**config.mk**
```make
export PLATFORM = sky130hd
export DESIGN_NAME = ddft_ram
export DESIGN_NICKNAME = d
export VERILOG_FILES = /design/src/sv/direct_dft_bin_accumulator_top_defines.svh /design/src/sv/ddft_ram.sv
export SDC_FILE = /design/constraint.sdc
export NUM_CORES = 2
export LEC_CHECK = 0
export BUFFER_PORTS_ARGS = -buffer_cell sky130_fd_sc_hd__buf_2
export CAP_MARGIN = 20
export CORE_MARGIN = 3
export CORE_UTILIZATION = 40
export DETAILED_ROUTE_END_ITERATION = 16
export GPL_ROUTABILITY_DRIVEN = 0
export SYNTH_ARGS = -nofsm -noshare
export SYNTH_HDL_FRONTEND = slang
export SYNTH_SLANG_ARGS = --single-unit
```
**constraint.sdc**
```tcl
create_clock -name clk -period 11.2 [get_ports clk]
set_clock_uncertainty 0.05 [all_clocks]
set_input_delay 1.12 -clock clk [delete_from_list [all_inputs] [get_ports clk]]
set_output_delay 1.12 -clock clk [all_outputs]
set_load 0.02 [all_outputs]
```
**src/sv/direct_dft_bin_accumulator_top_defines.svh**
```systemverilog
// Assertion macros shared by the DFT bin accumulator RTL.
`ifndef DIRECT_DFT_BIN_ACCUMULATOR_TOP_DEFINES_SVH
`define DIRECT_DFT_BIN_ACCUMULATOR_TOP_DEFINES_SVH

// Same-cycle implication, sampled on clk, off while rst_n is low.
`define DDFT_ASSERT_NOW(lbl, ante, cons, msg) \
  lbl: assert property (@(posedge clk) disable iff (!rst_n) (ante) |-> (cons)) \
    else $error(msg);

// Next-cycle implication, sampled on clk, off while rst_n is low.
`define DDFT_ASSERT_NEXT(lbl, ante, cons, msg) \
  lbl: assert property (@(posedge clk) disable iff (!rst_n) (ante) |=> (cons)) \
    else $error(msg);

`endif

```
**src/sv/ddft_ram.sv**
```systemverilog
// Generic single-port-write, single-port-read RAM with registered read data.
module ddft_ram #(
  parameter int WIDTH = 80,
  parameter int DEPTH = 32
) (
  input  logic                                      clk,
  input  logic                                      wr_en,
  input  logic [((DEPTH > 1) ? $clog2(DEPTH) : 1)-1:0] wr_addr,
  input  logic [WIDTH-1:0]                          wr_data,
  input  logic [((DEPTH > 1) ? $clog2(DEPTH) : 1)-1:0] rd_addr,
  output logic [WIDTH-1:0]                          rd_data
);

  logic [WIDTH-1:0] mem_r [DEPTH];
  logic [WIDTH-1:0] rd_data_r;

  always_ff @(posedge clk) begin
    if (wr_en) begin
      mem_r[wr_addr] <= wr_data;
    end
    rd_data_r <= mem_r[rd_addr];
  end

  assign rd_data = rd_data_r;

endmodule

```
==> Word level (Yosys, flattened, before mapping) <==
Memories as Yosys holds them, arrays and structs flattened. A register that Yosys moved wholly into a read port is not among the register bits.
Index checks and enable logic that the tools add are counted.
{ "totals": {"ff_bits": 0, "ram_bits": 2560, "output_inout_bits": 80, "word_cells": 3, "memories": 1} }
{ "classes": {"n_mux": 2} }
{ "memory_table": {"columns": ["name", "depth", "word_bits", "rd", "rd_clocked_by_memory_dff", "write_ports", "line_no", "text"], "rows": [
  ["mem_r", 32, 80, 1, 1, 1, "ddft_ram.sv:14", "logic [WIDTH-1:0] mem_r [DEPTH];"]
]} }
{ "ops": {"columns": ["cell", "count"], "rows": [
  ["$mux W1", 2]
]} }

==> Longest topological paths before layout <==
{ "logic_depth": {"depth_word": 2, "ltp_mapped": 9, "mapped_depth_nobuf": 4} }

==> Least setup slack after synthesis <==
No wires, ideal clock.
{ "synth_timing": {"path_kind": "input -> register", "startpoint": "in wr_addr[1] (netlist name)", "endpoint": "mem mem_r[12][0] (enable)", "setup_time_ns": 0.519, "arrival_ns": 5.117, "required_time_ns": 10.631, "path_slack_ns": 5.514, "stages": 3, "path_cell_list": "or3b_2 > clkbuf_1 > nor2_1"} }
{ "synth_lines": {"columns": ["item", "line_no", "text"], "rows": [
  ["from (decl)", "ddft_ram.sv:8", "input logic [((DEPTH > 1) ? $clog2(DEPTH) : 1)-1:0] wr_addr,"],
  ["to (decl)", "ddft_ram.sv:14", null]
]} }
No word-level cell before the write port.

==> results by group <==
Layout
  • Fraction of layout instances using a drive strength above 1: 19.94%
  • Number of non-filler instances in the completed layout: 8,420
  • # nets final: 5,089
  • Growth of design area from synthesis to finish: 13.83%

Global routing
  • Initial antenna violation count: 43
  • Number of global-route vias before repair: 49,310
  • Global-route wire length before repair: 369,600 microns
  • Met2 Resource Use GR: 31.99%
  • Congestion Overflow GR: 0
  • Aggregate global-route resource usage: 20.50%
  • Met1 demand-to-capacity share in global routing: 29.25%
  • Met3 layer usage reported by global route: 4.469%
  • Maximum number of pins on one net before global-route repair: 129
  • Most used routing layer in global routing: met2

Critical path
  • Data arrival time of the critical path: 5.31 ns
  • Nature of the critical path endpoint: flop
  • Type of the worst setup path: in -> reg
  • Cells traversed along the worst timing path: buf_8, buf_4, buf_4, buf_4, mux4_2, a22oi_1, nand4_1
  • Delay of the slowest cell on the worst path: 0.88 ns
  • Most used cell, CP: buf_4
  • Required time worst endpoint: 11.89 ns
  • Critical path launch point type: primary input
  • Max FO, Critical Path: 53
  • Critical Path Slowest Stage Cell: buf_4

Route
  • Post-detailed-route wirelength per cell: 31.15 microns
  • Residual DRC: 0
  • Final routed wirelength across all metal layers: 262,200 microns
  • Drt initial violations: 6,115
  • Length of the first detailed-routing pass in iterations: 6
  • Detail Route Antenna Nets: 0
  • Via count: 49,200
  • Via count normalized by instance count: 5.843

Timing
  • Final-report setup violation count: 0
  • Setup tns final: 0 ns
  • Fraction of the cycle the final worst path needs: 41.21%
  • Rel. slew slack: 18.98%
  • Count of final max-slew check failures: 0
  • Measured slew at the worst slew-check pin: 1.215 ns
  • Final worst path period need: 4.616 ns
  • RSZ-0062 raised after global routing: false
  • Final count of hold timing violations: 0
  • Max Clock Freq: 216.6 MHz

Hold path
  • Worst Hold Class: reg -> reg

Synthesis
  • Mean instance size in the synthesized netlist: 21.12 sq um
  • Number of register bits inferred by synthesis: 2,640
  • Cell taking the most area after synthesis: edfxtp_1
  • Cell with the most instances after synthesis: edfxtp_1
  • EDFF count, synth: 2,560
  • Synth top cells by count: 2,560 x edfxtp_1, 640 x mux2i_1, 424 x a22oi_1
  • Share of Yosys cell area claimed by the top area cell type: 77.73%
  • Most common flop cell mapped by yosys: edfxtp_1
  • Synth top area cells: edfxtp_1 78%, mux4_2 7.3%, mux2i_1 6.5%
  • Ys async rst share: 0%
  • Portion of the post-synthesis area used by sequential elements: 79.35%
  • Count of mapped cells out of synthesis: 4,682
  • Number of library cell types mapped by synthesis: 32
  • Synthesis Warnings: 0
  • Post-synthesis instance area: 98,900 sq um
  • Nets in the synthesized netlist: 4,774

Floorplan
  • Row cnt: 181
  • Number of ports placed on the die boundary: 172
  • Starting Density: 40.44%
  • Height of the chip: 503.2 microns
  • Die footprint: 253,300 sq um
  • Placeable core region: 244,600 sq um
  • Horizontal die dimension: 503.2 microns

CTS
  • Max Root-Sink Buffers: 4
  • Clock tree from TritonCTS: built
  • Post-CTS clock slew at the launch and capture registers of the worst setup and hold paths: 0.06 ns
  • Root cell of the clock tree: clkbuf_16
  • Number of buffers created by CTS: 286
  • Insertion delay of the later-clocked pin in the worst-skew pair: 0.93 ns
  • Deepest level of the CTS H-tree: 5
  • Total of hold buffers inserted after clock tree synthesis: 0
  • Post-CTS repair timing setup buffer count: 0
  • Number of clock sinks seen by CTS: 2,640
  • Post-cts repair resize count: 0

Pwr
  • Peak supply drop: 0.0001052 V
  • Power density of the placed cells: 185.9 nW/um^2
  • LEAKAGE: 36.67 nW

Job
  • Number of violations of the max-capacitance limit: 0

Placement
  • HPWL after detailed placement: 130,300 microns
  • Placed cells: 7,911
  • IO buf count: 171

Status
  • Outcome: completed
==> state kept, by name, indices dropped and copies added (netlist names) <==
register and cells:
mem_r 2560, rd_data 80
==> logic make-up after synthesis <==
kind of cell / count (synthesis) / share of synthesized area, %
simple gates: 295 / 1.547
mux: 960 / 13.76
compound gates: 524 / 3.962
buf+inv: 263 / 1.378
flops: 2640 / 79.35
==> stage by stage <==
stage          worst slack, ns  area (sq um)  hold WS (ns)  total power [W]  utilization, %
4_1_cts                  6.527        112500        0.5698          0.02109           46.01
2_1_floorplan            5.514         98900        0.4994          0.01179               -
3_5_place_dp             5.597        103800        0.5622          0.01225           42.44
6_report                 6.584        112600        0.5671          0.02093           46.03
5_1_grt                  6.278        112500        0.5916          0.02153           46.02
3_3_place_gp             5.648        103800        0.5528          0.01223           42.44
==> final cells by class <==
type,instances,area [sq um]
tap,3202,4006
sequential,2640,78480
antenna,18,45.04
clock buffer,389,7851
fill,20340,132000
timing repair buffer,289,1883
inverter,1,3.754
clock inverter,102,880.8
multi-input combinational,1779,19430
==> power by group <==
group          internal, W  leakage [nW]  switching, W  total (W)
clock              0.00523          4.26       0.00366    0.00890
sequential          0.0110          23.7     0.0000690     0.0111
combinational     0.000322          8.68      0.000652   0.000974
total               0.0165          36.7       0.00438     0.0209
==> per-layer routing <==
layer,part of all wire [%],vias to the layer above
met5,0.031,-
met4,2.6,16
met3,8.6,454
met2,47,2161
met1,42,26290
li1,-,20270
==> path summary, 6_finish.rpt <==
| kind | startpoint | to | slack, ns | cells after the start |
|---|---|---|---|---|
| worst max-delay path | rd_addr[0] | rd_data[11]$_DFF_P_ | 6.58 | 7 |
| worst min-delay path | mem_r[4][16]$_DFFE_PP_ | rd_data[16]$_DFF_P_ | 0.57 | 4 |
| worst max register to register | mem_r[14][8]$_DFFE_PP_ | rd_data[8]$_DFF_P_ | 9.52 | 4 |
| worst min register to register | mem_r[4][16]$_DFFE_PP_ | rd_data[16]$_DFF_P_ | 0.57 | 4 |
==> worst max-delay path, delay by kind of cell <==
family	cells	cell delay [ns]
buf+inv	4	2.97
compound gates	1	0.26
simple gates	1	0.13
mux	1	0.59
==> placed cells by master (no fill, tap or decap), types with 5 or more instances in the layout <==
| cell | count |
|---|---|
| clkinv_2 | 35 |
| bufinv_16 | 15 |
| dfxtp_1 | 80 |
| mux4_2 | 320 |
| a31oi_1 | 44 |
| nand2_1 | 11 |
| buf_2 | 167 |
| clkbuf_16 | 292 |
| nand3_1 | 152 |
| a22o_1 | 44 |
| clkinvlp_4 | 6 |
| nand4_1 | 46 |
| nand3b_1 | 5 |
| diode_2 | 18 |
| a22oi_1 | 424 |
| a21oi_1 | 8 |
| edfxtp_1 | 2560 |
| buf_12 | 9 |
| nor2b_4 | 7 |
| clkinv_1 | 40 |
| clkbuf_8 | 18 |
| nor2_4 | 40 |
| and2_1 | 7 |
| clkbuf_1 | 79 |
| buf_4 | 110 |
| nor2b_1 | 8 |
| mux2i_1 | 640 |
(Power assumes the default switching activity.)
